**config.mk**
```make
export PLATFORM = sky130hd
export DESIGN_NAME = bf5h_ram
export DESIGN_NICKNAME = d
export VERILOG_FILES = /design/src/rtl/core/bf5h_ram.sv
export SDC_FILE = /design/constraint.sdc
export NUM_CORES = 1
export LEC_CHECK = 0
export BUFFER_PORTS_ARGS = -buffer_cell sky130_fd_sc_hd__buf_2
export CORE_ASPECT_RATIO = 1.1
export CORE_UTILIZATION = 64
export DETAILED_ROUTE_END_ITERATION = 12
export PLACE_DENSITY_LB_ADDON = 0.12
export SYNTH_ARGS = -nofsm -noshare
export SYNTH_HDL_FRONTEND = slang
export SYNTH_SLANG_ARGS = --single-unit
```
**constraint.sdc**
```tcl
create_clock -name clk -period 3 [get_ports clk]
set_clock_uncertainty 0.05 [all_clocks]
set_input_delay 0.6 -clock clk [delete_from_list [all_inputs] [get_ports clk]]
set_output_delay 0.6 -clock clk [all_outputs]
set_load 0.05 [all_outputs]
```
**src/rtl/core/bf5h_ram.sv**
```systemverilog
// ----------------------------------------------------------------------------
// bf5h_ram
// Generic single-port RAM with registered read data.
// ----------------------------------------------------------------------------
module bf5h_ram #(
    parameter int WIDTH = 1,
    parameter int DEPTH = 1024
) (
    input  logic                     clk,
    input  logic                     we,
    input  logic [$clog2(DEPTH)-1:0] addr,
    input  logic [WIDTH-1:0]         wdata,
    output logic [WIDTH-1:0]         rdata
);

    logic [WIDTH-1:0] mem [DEPTH];

    always_ff @(posedge clk)
    begin
        if (we)
        begin
            mem[addr] <= wdata;
        end
        rdata <= mem[addr];
    end

endmodule

```
## After elaboration in Yosys (flattened, before gate mapping)

Memories as Yosys holds them, arrays and structs flattened. A register that Yosys moved wholly into a read port is not among the register bits.
Cells that the tools add are included.

| storage, ports and cells | value |
|---|---|
| bits in registers | 0 |
| memory bits (writable) | 1024 |
| output and inout port bits | 1 |
| memories kept | 1 |

| cells by class | value |
|---|---|
| multiplexer cells | 2 |

Memory list:

| name | words | bits a word | read ports | clocked after memory_dff | wr ports | line | text |
|---|---|---|---|---|---|---|---|
| mem | 1024 | 1 | 1 | 1 | 1 | 16 | `logic [WIDTH-1:0] mem [DEPTH];` |

Operator list:

| kind | count |
|---|---|
| $mux 1 | 2 |

## Logic depth before layout (Yosys ltp)

| depth | value |
|---|---|
| depth in word-level cells | 2 |
| depth in mapped cells | 12 |
| depth with buffers taken out | 8 |

## Worst setup path before layout

Ideal clock, no wire load.

| timing | value |
|---|---|
| kind | input -> register |
| start point | in addr[1] |
| end point | mem mem[875] (enable) |
| setup time | 0.300 ns |
| data arrival time | 2.179 ns |
| data required time | 2.650 ns |
| path slack | 0.472 ns |
| stages on the path | 9 |
| cells stage by stage | buf_2 > buf_2 > buf_2 > buf_2 > and3_1 > buf_2 > nand2_1 > clkbuf_1 > nor2_1 |

RTL lines:

| what | line | text |
|---|---|---|
| start, declared | 11 | `input logic [$clog2(DEPTH)-1:0] addr,` |
| end, declared | 16 |  |

Straight into the memory's write port.

==> tab_implementation.tex <==
\begin{tabular}{lr}
\hline
Metric & Value \\
\hline
\multicolumn{2}{l}{\textbf{Synthesis}} \\
YS warnings & 0 \\
Main flop type after synthesis & sky130\_fd\_sc\_hd\_\_edfxtp\_1 \\
Compound-gate portion of the synthesized area & 0.0361 \\
Number of distinct library cells after synthesis & 40 \\
Simple-Gate Fraction of Synth Area & 0.118 \\
Proportion of register bits with asynchronous set or reset after synthesis & 0 \\
Dominant combinational cell family by area after synthesis & multiplexers \\
Netlist Area Pre-Place & 0.0443 mm\^{}2 \\
Share of the synthesized area in the top cell type & 0.694 \\
Synth Net Count & 3382 \\
Cell type with the highest aggregate area in the netlist & sky130\_fd\_sc\_hd\_\_edfxtp\_1 \\
Number of cells produced by synthesis & 3369 \\
Number of enable flip-flop cells after synthesis & 1024 \\
\#FFs+latches synth & 1025 \\
XOR/XNOR share of the synthesized area & 0 \\
Dominant cells by area after synthesis & sky130\_fd\_sc\_hd\_\_edfxtp\_1, sky130\_fd\_sc\_hd\_\_mux2i\_1, sky130\_fd\_sc\_hd\_\_nor2\_1, sky130\_fd\_sc\_hd\_\_o22ai\_1, sky130\_fd\_sc\_hd\_\_mux4\_2 \\
Sequential fraction of the synthesis area & 0.694 \\
Adder and majority gate portion of the synthesized area & 0 \\
Post-synthesis average cell area & 13.2 um\^{}2 \\
Mux share of post-synthesis cell area & 0.119 \\
\multicolumn{2}{l}{\textbf{Critical path}} \\
Most frequent cell on the critical path & sky130\_fd\_sc\_hd\_\_buf\_4 \\
Worst-path fanout max & 15 \\
Startpoint of the most critical setup path & addr[2] \\
Data arrival time at the worst-slack endpoint & 3.12 ns \\
Worst flop-to-flop path endpoint & rdata \\
Sequence of cells on the critical path & buf\_2 -> buf\_4 -> nand4bb\_2 -> buf\_12 -> o22ai\_1 -> nor4\_1 -> o2111ai\_1 -> nor3\_1 -> buf\_4 -> nor4\_1 -> buf\_4 -> a211oi\_1 -> nand3\_1 \\
Startpoint Class & input pin \\
Nature of the critical path endpoint & flip-flop \\
Delay of the slowest cell on the worst path & 0.44 ns \\
CP Data Required Time & 3.48 ns \\
Number of cells traversed by the worst register-to-register path & 9 \\
Kind of critical path & input pin to flip-flop \\
Slowest library cell on the worst path & sky130\_fd\_sc\_hd\_\_nor4\_1 \\
Reg-to-reg critical path startpoint & mem[933] \\
Internal reg-to-reg setup slack & 0.59 ns \\
Critical Path End & rdata \\
\multicolumn{2}{l}{\textbf{Route}} \\
Post-route ant nets & 0 \\
Total vias in the final route & 29700 \\
Drc violations & 0 \\
Final wirelength & 128000 um \\
Starting DRT DRC Count & 4025 \\
Average routed wire per standard cell & 28.4 um \\
Router iterations before antenna repair & 7 \\
Drt via density & 6.58 \\
\multicolumn{2}{l}{\textbf{Global routing}} \\
Wire length of the first global-routing pass & 185000 um \\
Maximum number of pins on one net before global-route repair & 175 \\
Antenna violations before repair & 5 \\
Overall Global Routing Usage & 0.368 \\
Number of global-route vias before repair & 29200 \\
Global route overflow & 0 \\
\multicolumn{2}{l}{\textbf{Placement}} \\
Number of port buffers & 13 \\
Gp weighted congestion & 0.905 \\
Placed instance count & 4333 \\
Pre-CTS worst setup slack & -0.241 ns \\
Placed Area & 0.0478 mm\^{}2 \\
DP Wirelength & 77700 um \\
\multicolumn{2}{l}{\textbf{Floorplanning}} \\
Initial core utilization & 0.651 \\
Total number of placement rows & 100 \\
Top Ports & 14 \\
Die ar. & 0.0703 mm\^{}2 \\
Core Region & 0.0681 mm\^{}2 \\
Chip width & 253 um \\
Die H & 278 um \\
\multicolumn{2}{l}{\textbf{Clocking}} \\
Number of buffers added by the clock tree synthesis step & 98 \\
Max clock buf depth & 3 \\
PostCTS Resize Cnt & 0 \\
Number of hold buffers added after CTS & 0 \\
Count of H-tree levels built during CTS & 3 \\
Clk Latency, worst-skew pair & 0.66 ns \\
CTS tree & done \\
Clock Root Buffer & sky130\_fd\_sc\_hd\_\_clkbuf\_16 \\
CTS Sinks & 1025 \\
Setup Buffers After CTS & 0 \\
Clock transition at the registers of the reported paths & 0.06 ns \\
\multicolumn{2}{l}{\textbf{Power and ir drop}} \\
Power per Cell Area & 575 mW/mm\^{}2 \\
Share of power burned in the clock network & 0.403 \\
Total Power & 29.2 mW \\
Highest ir drop seen on vdd & 0.666 mV \\
Portion of total power attributed to combinational logic & 0.057 \\
Internal Dissipation & 23.0 mW \\
Net Switching & 6.22 mW \\
Switching power as a share of total power & 0.213 \\
Leakage power & 16.9 nW \\
Sequential Power Share & 0.540 \\
\multicolumn{2}{l}{\textbf{Worst hold path}} \\
Worst min path class & input pin to flip-flop \\
Instance count along the most critical hold path & 1 \\
\multicolumn{2}{l}{\textbf{STA}} \\
Worst setup margin & 0.353 ns \\
Min Tclk post-route & 2.65 ns \\
Fraction of the cycle the final worst path needs & 0.882 \\
Setup-failing EPs final & 0 \\
Transition at the pin with the smallest max-transition slack & 0.682 ns \\
Headroom to the max-slew limit & 0.545 \\
Hold slack final & 0.352 ns \\
Fin. Hold Viols & 0 \\
Accumulated negative setup slack & 0 ns \\
Setup repair after global routing missed its margin & no \\
Total count of max-transition violations in the final report & 0 \\
F\_max & 0.378 GHz \\
\multicolumn{2}{l}{\textbf{Layout}} \\
Share of post-route cells with drive strength above 1 & 0.159 \\
Number of nets in the layout & 3528 \\
Synthesis-to-finish area growth & 14.6\% \\
Core Util, Final & 0.747 \\
Post-layout instance area & 0.0508 mm\^{}2 \\
Post-route non-filler standard cell count & 4506 \\
\multicolumn{2}{l}{\textbf{Flow run}} \\
Reported max-cap violation count & 0 \\
\multicolumn{2}{l}{\textbf{Run status}} \\
Status & completed \\
\hline
\end{tabular}
==> worst min-delay path by stage <==
stage | to | start
6_report | mem[725] | wdata
4_1_cts | mem[725] | wdata
3_3_place_gp | rdata | mem[144]
5_1_grt | mem[725] | wdata
3_5_place_dp | rdata | mem[144]
2_1_floorplan | mem[0] | wdata
==> power groups by stage <==
stage / registers (mW) / clock network [mW] / logic [mW]
floorplan: 16.1 / 0 / 0.765
global placement: 16.1 / 0 / 1.59
detailed placement: 16.1 / 0 / 1.62
CTS: 15.8 / 11.8 / 1.63
global route: 15.8 / 12.3 / 1.72
finish: 15.8 / 11.8 / 1.67
==> worst max-delay path, delay by kind of cell <==
kind	cells	cell delay (ns)
AOI/OAI and AO/OA	3	0.49
and+or+nand+nor	5	1.06
buffers and inverters	5	0.97
==> Yosys cell counts, drive strengths merged, types with 8 or more instances <==
library cell and n:
nor3 18, nor2 1080, clkbuf 175, o22ai 198, nand3 15, mux2i 456, buf 144, o2111ai 11
o21ai 8, a211oi 9, o211ai 10, edfxtp 1024, nor4 44, mux4 32, nand2 82
==> final cells by class <==
class / instances / area (um^2)
multi-input cells: 2022 / 12200
inverters: 3 / 11.3
clock inverters: 49 / 358
fillers: 4345 / 17300
diodes: 1 / 2.50
well taps: 918 / 1150
repair buffers: 365 / 3670
clock buffers: 123 / 2630
flip-flops and latches: 1025 / 30800
==> flip-flops by register name, indices dropped and copies added (netlist names) <==
name / count
mem: 1024
rdata: 1
==> layout by cell type (no fill, tap or decap), drive strengths merged, types with 10 or more instances in the layout <==
cell     instances
mux4            32
clkbuf         123
nor2          1080
buf            365
o22ai          198
nor3            18
clkinv          43
nand3           15
o2111ai         11
edfxtp        1024
nand2           82
mux2i          456
o211ai          10
nor4            44
==> cell families (layout without fill, tap and decap cells) <==
kind of cell / count (synthesis) / count (layout)
AO/OA/AOI/OAI: 247 / 247
other: 0 / 1
AND/OR/NAND/NOR: 1287 / 1287
buffers and inverters: 322 / 540
flip-flops: 1025 / 1025
multiplexers: 488 / 488
==> per-layer routing <==
metal,track usage,up-vias,routed length [um]
li1,-,12500,-
met1,0.480,14700,44400
met5,0,-,73
met3,0.0711,442,15500
met2,0.599,1979,61300
met4,0.176,10,6870
(Power assumes the default switching activity.)
