--- src/rtl/core/bf5h_pkg.sv ---
// ----------------------------------------------------------------------------
// bf5h_pkg
// Shared constants, types and helper functions for the five-hash Bloom filter.
// ----------------------------------------------------------------------------
package bf5h_pkg;

    localparam int TABLE_DEPTH = 131072;
    localparam int NUM_HASH    = 5;
    localparam int SEL_W       = $clog2(NUM_HASH);
    localparam int CFG_W       = 18;
    localparam int LETTER_W    = 5;
    localparam int MULT_W      = 15;
    localparam int IDX_W       = $clog2(TABLE_DEPTH);
    localparam int HASH_W      = IDX_W;
    localparam int MOD_W       = $clog2(TABLE_DEPTH + 1);
    localparam int PROD_W      = HASH_W + MULT_W;
    localparam int RED_STEPS   = (PROD_W + 1) / 2;
    localparam int PAD_W       = 2 * RED_STEPS;
    localparam int STEP_W      = $clog2(RED_STEPS);

    localparam logic [CFG_W-1:0] MOD_RESET [NUM_HASH] = '{
        18'd44701, 18'd47701, 18'd90709, 18'd78487, 18'd65537
    };

    localparam logic [SEL_W-1:0] SEL_A = SEL_W'(0);
    localparam logic [SEL_W-1:0] SEL_B = SEL_W'(1);
    localparam logic [SEL_W-1:0] SEL_C = SEL_W'(2);
    localparam logic [SEL_W-1:0] SEL_D = SEL_W'(3);
    localparam logic [SEL_W-1:0] SEL_E = SEL_W'(4);

    typedef struct packed {
        logic                start;
        logic [SEL_W-1:0]    sel;
        logic [HASH_W-1:0]   hash;
        logic [LETTER_W-1:0] letter;
        logic [MOD_W-1:0]    modulus;
    } hash_req_t;

    typedef struct packed {
        logic              done;
        logic [HASH_W-1:0] hash;
    } hash_rsp_t;

    function automatic logic [MULT_W-1:0] hash_mult(input logic [SEL_W-1:0] sel);
        logic [MULT_W-1:0] p;
        begin
            unique case (sel)
                SEL_A:   p = MULT_W'(18143);
                SEL_B:   p = MULT_W'(20749);
                SEL_C:   p = MULT_W'(17419);
                SEL_D:   p = MULT_W'(22853);
                SEL_E:   p = MULT_W'(19949);
                default: p = '0;
            endcase
            return p;
        end
    endfunction

    // Clamp a modulus register into 2 .. TABLE_DEPTH.
    function automatic logic [MOD_W-1:0] effective_modulus(input logic [CFG_W-1:0] r);
        logic [MOD_W-1:0] m;
        begin
            if (32'(r) < 32'd2)
            begin
                m = MOD_W'(2);
            end
            else if (32'(r) > 32'(TABLE_DEPTH))
            begin
                m = MOD_W'(TABLE_DEPTH);
            end
            else
            begin
                m = MOD_W'(r);
            end
            return m;
        end
    endfunction

endpackage

--- src/rtl/core/bf5h_hash_unit.sv ---
// ----------------------------------------------------------------------------
// bf5h_hash_unit
// Shared hash step: one multiply, then a two-bit-per-cycle restoring
// reduction modulo the selected register.
// ----------------------------------------------------------------------------
module bf5h_hash_unit (
    input  logic                 clk,
    input  logic                 rst_n,
    input  bf5h_pkg::hash_req_t  req,
    output bf5h_pkg::hash_rsp_t  rsp
);

    typedef enum logic {
        U_IDLE,
        U_REDUCE
    } unit_state_t;

    unit_state_t                      state_reg;
    unit_state_t                      state_next;
    logic [bf5h_pkg::PAD_W-1:0]       prod_reg;
    logic [bf5h_pkg::PAD_W-1:0]       prod_next;
    logic [bf5h_pkg::MOD_W-1:0]       mod_reg;
    logic [bf5h_pkg::MOD_W-1:0]       rem_reg;
    logic [bf5h_pkg::STEP_W-1:0]      step_reg;
    logic                             done_reg;
    logic [bf5h_pkg::HASH_W-1:0]      hash_reg;
    logic [bf5h_pkg::MOD_W:0]         trial_hi;
    logic [bf5h_pkg::MOD_W-1:0]       rem_hi;
    logic [bf5h_pkg::MOD_W:0]         trial_lo;
    logic [bf5h_pkg::MOD_W-1:0]       rem_lo;
    logic                             last_step;

    assign prod_next = bf5h_pkg::PAD_W'(req.hash)
                     * bf5h_pkg::PAD_W'(bf5h_pkg::hash_mult(req.sel))
                     + bf5h_pkg::PAD_W'(req.letter);

    assign last_step = (step_reg == bf5h_pkg::STEP_W'(bf5h_pkg::RED_STEPS - 1));

    always_comb
    begin
        trial_hi = {rem_reg, prod_reg[bf5h_pkg::PAD_W-1]};
        if (trial_hi >= {1'b0, mod_reg})
        begin
            rem_hi = bf5h_pkg::MOD_W'(trial_hi - {1'b0, mod_reg});
        end
        else
        begin
            rem_hi = bf5h_pkg::MOD_W'(trial_hi);
        end
        trial_lo = {rem_hi, prod_reg[bf5h_pkg::PAD_W-2]};
        if (trial_lo >= {1'b0, mod_reg})
        begin
            rem_lo = bf5h_pkg::MOD_W'(trial_lo - {1'b0, mod_reg});
        end
        else
        begin
            rem_lo = bf5h_pkg::MOD_W'(trial_lo);
        end
    end

    always_comb
    begin
        state_next = state_reg;
        unique case (state_reg)
            U_IDLE:
            begin
                if (req.start)
                begin
                    state_next = U_REDUCE;
                end
            end
            U_REDUCE:
            begin
                if (last_step)
                begin
                    state_next = U_IDLE;
                end
            end
            default: state_next = U_IDLE;
        endcase
    end

    always_ff @(posedge clk or negedge rst_n)
    begin
        if (!rst_n)
        begin
            state_reg <= U_IDLE;
            prod_reg  <= '0;
            mod_reg   <= '0;
            rem_reg   <= '0;
            step_reg  <= '0;
            done_reg  <= 1'b0;
            hash_reg  <= '0;
        end
        else
        begin
            state_reg <= state_next;
            done_reg  <= (state_reg == U_REDUCE) && last_step;
            unique case (state_reg)
                U_IDLE:
                begin
                    if (req.start)
                    begin
                        prod_reg <= prod_next;
                        mod_reg  <= req.modulus;
                        rem_reg  <= '0;
                        step_reg <= '0;
                    end
                end
                U_REDUCE:
                begin
                    prod_reg <= prod_reg << 2;
                    rem_reg  <= rem_lo;
                    step_reg <= step_reg + 1'b1;
                    if (last_step)
                    begin
                        hash_reg <= bf5h_pkg::HASH_W'(rem_lo);
                    end
                end
                default: ;
            endcase
        end
    end

    assign rsp.done = done_reg;
    assign rsp.hash = hash_reg;

endmodule

--- config.mk ---
export PLATFORM = sky130hd
export DESIGN_NAME = bf5h_hash_unit
export DESIGN_NICKNAME = d
export VERILOG_FILES = /design/src/rtl/core/bf5h_pkg.sv /design/src/rtl/core/bf5h_hash_unit.sv
export SDC_FILE = /design/constraint.sdc
export NUM_CORES = 1
export LEC_CHECK = 0
export BUFFER_PORTS_ARGS = -buffer_cell sky130_fd_sc_hd__buf_2
export CAP_MARGIN = 10
export CELL_PAD_IN_SITES_DETAIL_PLACEMENT = 1
export CELL_PAD_IN_SITES_GLOBAL_PLACEMENT = 1
export CORE_MARGIN = 10
export CORE_UTILIZATION = 54
export DETAILED_ROUTE_END_ITERATION = 10
export GPL_TIMING_DRIVEN = 0
export PLACE_DENSITY_LB_ADDON = 0.2
export SKIP_CTS_REPAIR_TIMING = 1
export SLEW_MARGIN = 5
export SYNTH_ARGS = -nofsm -noshare
export SYNTH_HDL_FRONTEND = slang
export SYNTH_SLANG_ARGS = --single-unit
--- constraint.sdc ---
create_clock -name clk -period 15.9 [get_ports clk]
set_input_delay 2.385 -clock clk [delete_from_list [all_inputs] [get_ports clk]]
set_output_delay 2.385 -clock clk [all_outputs]
set_load 0.01 [all_outputs]
; Word level (Yosys, flattened, before mapping)
; Cells that the tools add are included.
[totals]
mem_bits_rw = 0
ff_bits = 91
inputBits = 46
out_inout_bits = 18
mem_count = 0
latch_bits = 0
word_cells = 37
romBits = 0
[classes]
shift = 0
n_mux = 12
bitwise = 1
reduce_logical = 4
add_sub_neg = 4
magnitude_cmp = 2
n_eq_ne = 6
n_mul = 1
div_mod_pow = 0
[op_table]
columns = op, n
row1 = $pmux 15 s5, 1
row2 = $pmux 32 s2, 1
row3 = $mux 18, 3
row4 = $ge 19x18->1, 2
row5 = $pmux 18 s2, 1
row6 = $sub 18x18->18, 2
row7 = $add 32x5->32, 1
row8 = $mul 17x15->32, 1
row9 = $mux 32, 1
row10 = $pmux 4 s2, 1
row11 = $eq 3x2->1 const B, 2
row12 = $add 4x1->4 const B, 1
row13 = $eq 4x4->1 const B, 1
row14 = $mux 4, 1
row15 = $reduce_and 2->1, 2
row16 = $eq 3x1->1 const B, 1
row17 = $eq 3x3->1 const B, 1
row18 = $logic_not 3->1, 1
row19 = $mux 1, 2
row20 = $ne 2x2->1 const B, 1
row21 = $pmux 1 s2, 1
row22 = $logic_and 1x1->1, 1
row23 = $not 1->1, 1

; Longest topological paths before layout
[logic_depth]
word_depth = 6
ltp_mapped = 28
ltp_nobuf = 25

; Worst setup path before layout
; No wires, ideal clock.
[synth_path]
kind = input port to flip-flop
from = input req[40] in the netlist's numbering
to = register prod_reg[30] in the netlist's numbering
setup_ns = 0.126
t_required_ns = 15.774
t_arrival_ns = 9.030
path_stages = 25
path_buffers = 2
setup_slack_ns = 6.744
cell_sequence = clkbuf_1 nor2_1 clkbuf_1 nand2_1 or2_2 fa_1 fa_1 inv_1 fa_1 inv_1 fa_1 inv_1 fa_1 inv_1 fa_1 inv_1 ha_1 nand3_1 a21o_1 or4b_2 a21oi_1 o31ai_1 a22oi_1 xor2_1 a221o_1
[synth_via]
elab_chain_cells = 6
elab_cells_between_ends = 10
classes_between = add/sub: 1 / mul: 1 / eq/ne: 4 / mux: 3 / reduce/logical: 1
[synth_rtl]
columns = item, line
row1 = from (decl), bf5h_hash_unit.sv:9  ; input bf5h_pkg::hash_req_t req,
row2 = "$eq 3x3->1, or another cell as far along", bf5h_pkg.sv:47  ; unique case (sel)
row3 = $pmux 15 s5 *, bf5h_pkg.sv:47
row4 = $mul 17x15->32 *, bf5h_hash_unit.sv:34  ; * bf5h_pkg::PAD_W'(bf5h_pkg::hash_mult(req.sel))
row5 = $add 32x5->32 *, bf5h_hash_unit.sv:35  ; + bf5h_pkg::PAD_W'(req.letter);
row6 = $mux 32 *, bf5h_hash_unit.sv:102  ; if (req.start)
row7 = $pmux 32 s2 *, bf5h_hash_unit.sv:99  ; unique case (state_reg)
row8 = to (signal assigned), bf5h_hash_unit.sv:104  ; prod_reg <= prod_next;
row9 = to (signal assigned), bf5h_hash_unit.sv:112  ; prod_reg <= prod_reg << 2;
row10 = to (decl), bf5h_hash_unit.sv:20  ; logic [bf5h_pkg::PAD_W-1:0] prod_reg;
; Every way passes the cells marked *; elsewhere a longest branch is shown, timed or not. The select of a mux whose other input is x is not followed.
; A chain may end at the register's enable or synchronous reset.

; Worst setup path in the final report
; Ends and elaborated chain as after synthesis.

==> reports/results.txt <==
The overall global routing resource usage is 26.1%. The global-route wire length before repair was 69700 microns; the DRC marker count from the first detailed-route iteration was 924. The hold violation total from the final report came out at 0. After detailed routing, the number of remaining DRC violations is 0.

The run gives 42.2% as the routing usage on met2. Total number of clock tree sinks: 91. The number of buffer cells added on primary ports was 55; the antenna cell count was 0. The post-synthesis cell type with the largest combined area is sky130_fd_sc_hd__fa_1.

In the global route stage, met3 resource usage came out at 4.13%. The die covers 0.0333 sq mm. The area added between synthesis and finish is 7.30%, and the worst-skew pair later-pin latency is 0.35 ns. Once detail routing completed, the nets flagged for antenna violations numbered 0.

Number of placement rows: 59. The compound-gate portion of the synthesized area was 12.7%; the total negative slack was 0 ns. The number of nets at the end of the flow was 2027; the first-pass iteration count of the detailed router was 5.

The largest net degree at the start of global routing is 67, and the residual overflow from global routing is 0. The wire-length estimate of the detail-placed layout is 36000 microns. The global-route layer with the greatest usage is met2. Leaving out fill and tap cells, the most frequent cell in the layout is sky130_fd_sc_hd__inv_1. The register with the most flip-flops in the layout has 32 of them. The adder-cell area share of the yosys netlist is 40.2%, and the average detailed-routed wire length per instance is 21.8 microns. Among all flip-flop cells after synthesis, the most frequent one is sky130_fd_sc_hd__dfrtp_1.

After synthesis, the largest family of logic cells by area is adder cells. The type of the worst setup path is primary input to flip-flop. Leaving out fill and tap cells, the most frequent cells in the layout are sky130_fd_sc_hd__inv_1 (270), sky130_fd_sc_hd__fa_1 (183), sky130_fd_sc_hd__ha_1 (166).

Counting flops with a built-in enable in the synthesized netlist gives 0. Data on the critical path arrives at its endpoint at 10.52 ns. In this run the vertical extent of the chip is 183 microns. The highest clock frequency the design can meet was 97.2 MHz. CTS placed an instance of sky130_fd_sc_hd__clkbuf_16 at the clock tree root.

Counting every net in the synthesized netlist gives 1960. The flow ran to the end, and the final reports show no timing, DRC or antenna violations. For this configuration, the core starts out at a cell density of 54.8%. At the end of routability-driven placement, the weighted congestion stood at 0.921.

The mux cell area share after synthesis was 4.40%; the ratio of routed vias to standard cells was 5.90. The region available for standard cell placement spans 0.0261 sq mm. By area the synthesized netlist is led by sky130_fd_sc_hd__fa_1 (26%), sky130_fd_sc_hd__dfrtp_1 (16%), sky130_fd_sc_hd__ha_1 (15%), sky130_fd_sc_hd__inv_1 (7.1%), sky130_fd_sc_hd__nand2_1 (3.9%). The area share of and/or/nand/nor cells after synthesis works out to 14.7%.

Clock-pin transition on the worst setup and hold timing paths: 0.07 ns. The number of vias in the routed layout was 11625. Of the post-synthesis cell area, the dominant cell type holds 25.7%. At the pin with the least slew margin, the transition time is 1.11 ns. The run gives 1 as the initial antenna violation count. The total wire length after detailed routing was 43100 microns. The logs give 0 for the count of yosys warnings during synthesis and 0 for the final-report max-slew violation count. The run gives 2 as the number of buffers on the longest clock path. The sort of element at the start of the critical path was a primary input. After synthesis the netlist holds a flip-flop and latch count of 91. Synthesis produced 1565 cells.

Setup violations remaining at the end of the flow were counted as 0. Setup repair after global routing left no endpoint under its margin. Counting distinct cell types in the post-synthesis netlist gives 70.

The worst max-slew margin expressed relative to the limit was 25.3%. Of all nets on the critical path, the largest fanout is 10. The horizontal die dimension is 183 microns, and the worst clock skew is 0.00671 ns. The H-tree generated during clock tree synthesis spans 3 levels. Of the total synthesized cell area, the portion taken by XOR and XNOR cells is 3.19%. The share of synthesized area occupied by flip-flops and latches is 15.9%, and the synthesized area per cell is 9.12 sq um. TritonCTS built the clock tree. In the finished design, the share of the clock period the worst path needs comes to 64.7%. The post-route netlist has 8.43% of its cells at a drive strength greater than 1. For met1 alone, demand over resource in global routing was 36.0%. Final-layout fill cell count: 3088. Of all flip-flops after synthesis, the portion carrying an async set or reset was 100%. The number of top-level design ports is 64, and the number of CTS-inserted buffers is 9.

The nature of the critical path endpoint is a flip-flop. The count of maximum capacitance violations was 0; the data required time at the worst endpoint was 16.14 ns. The clock period could shrink to 10.28 ns.

The via count of the first global-routing pass is 12799. The min-delay analysis places its worst path in the category flip-flop to flip-flop. After synthesis the cells add up to 0.0143 sq mm.
[Yosys cell counts (7+ instances only)]
cell and count:
sky130_fd_sc_hd__buf_1 7, sky130_fd_sc_hd__xor2_1 18, sky130_fd_sc_hd__nor3_1 12, sky130_fd_sc_hd__nand4_1 9, sky130_fd_sc_hd__or2_2 13, sky130_fd_sc_hd__dfrtp_1 91, sky130_fd_sc_hd__nor2b_1 20, sky130_fd_sc_hd__o21a_1 19
sky130_fd_sc_hd__nand3_1 30, sky130_fd_sc_hd__nand2b_1 13, sky130_fd_sc_hd__and2_1 65, sky130_fd_sc_hd__nand2_1 150, sky130_fd_sc_hd__a21oi_1 57, sky130_fd_sc_hd__inv_1 270, sky130_fd_sc_hd__nor2_1 52, sky130_fd_sc_hd__mux2_2 30
sky130_fd_sc_hd__a211o_1 8, sky130_fd_sc_hd__clkbuf_1 41, sky130_fd_sc_hd__a211oi_1 13, sky130_fd_sc_hd__fa_1 183, sky130_fd_sc_hd__a221o_1 7, sky130_fd_sc_hd__and3_1 38, sky130_fd_sc_hd__ha_1 166, sky130_fd_sc_hd__a21o_1 39
sky130_fd_sc_hd__xnor2_1 34, sky130_fd_sc_hd__mux2i_1 26, sky130_fd_sc_hd__o21ai_0 71
[worst max-delay path, cell delays in order]
cell,delay (ns)
sky130_fd_sc_hd__clkbuf_1,0.18
sky130_fd_sc_hd__nor2_1,0.72
sky130_fd_sc_hd__clkbuf_1,0.59
sky130_fd_sc_hd__nand2_1,0.24
sky130_fd_sc_hd__or2_2,0.37
sky130_fd_sc_hd__fa_1,0.54
sky130_fd_sc_hd__inv_1,0.07
sky130_fd_sc_hd__fa_1,0.46
sky130_fd_sc_hd__fa_1,0.52
sky130_fd_sc_hd__fa_1,0.53
sky130_fd_sc_hd__fa_1,0.54
sky130_fd_sc_hd__inv_1,0.05
sky130_fd_sc_hd__fa_1,0.52
sky130_fd_sc_hd__inv_1,0.04
sky130_fd_sc_hd__ha_1,0.38
sky130_fd_sc_hd__a21oi_1,0.11
sky130_fd_sc_hd__o21ai_0,0.26
sky130_fd_sc_hd__a41oi_1,0.15
sky130_fd_sc_hd__or4b_2,0.72
sky130_fd_sc_hd__a21oi_1,0.27
sky130_fd_sc_hd__o31ai_1,0.18
sky130_fd_sc_hd__a22oi_1,0.22
sky130_fd_sc_hd__xor2_1,0.11
sky130_fd_sc_hd__a221o_1,0.33
[kinds of logic (layout without fill, tap and decap cells)]
family	Yosys count	after routing
muxes	58	58
DFF	91	91
buffers and inverters	326	398
and+or+nand+nor	419	419
xor gates and xnor gates	52	52
adders and majority gates	349	349
AOI/OAI and AO/OA	270	270
[final cells by class]
class	count	area (sq um)	share of cell area (%)
inverters	272	1020	6.66
flip-flops and latches	91	2280	14.9
clock buffers	10	229	1.49
clock inverters	6	88.8	0.580
plain buffers	54	243	1.58
multi-input cells	1148	10700	70.1
well taps	335	419	2.74
repair buffers	56	305	1.99
[final timing paths]
check,startpoint,end,slack [ns],cells after the start
max reg2reg,mod_reg[1]$_DFFE_PN0P_,hash_reg[15]$_DFFE_PN0P_,9.67,22
min,prod_reg[18]$_DFFE_PN0P_,prod_reg[20]$_DFFE_PN0P_,0.50,2
min reg2reg,prod_reg[18]$_DFFE_PN0P_,prod_reg[20]$_DFFE_PN0P_,0.50,2
max,req[40],prod_reg[30]$_DFFE_PN0P_,5.62,24
min in group asynchronous,rst_n,mod_reg[3]$_DFFE_PN0P_,1.94,1
max in group asynchronous,rst_n,prod_reg[21]$_DFFE_PN0P_,13.28,2
[layer usage]
metal / vias to the layer above / share of wire (%) / wire length [microns]
met5: - / 0.030 / 13
met4: 2 / 2.1 / 891
met3: 65 / 5.7 / 2450
met2: 341 / 47 / 20500
met1: 5956 / 45 / 19300
li1: 5261 / - / -
[stage by stage]
step | cell area (sq um) | worst slack, ns | hold WS [ns] | util [%] | instances
3_3_place_gp | 15000 | 5.58 | 0.463 | 57.5 | 1955
4_1_cts | 15300 | 5.76 | 0.495 | 58.8 | 1972
3_5_place_dp | 15000 | 5.41 | 0.472 | 57.6 | 1956
6_report | 15300 | 5.62 | 0.498 | 58.8 | 1972
2_1_floorplan | 14300 | 6.74 | 0.446 | - | 1565
5_1_grt | 15300 | 5.17 | 0.521 | 58.8 | 1972
Power is not shown: default switching activity piles up to over one toggle a cycle in this logic, so the estimate is an artifact.
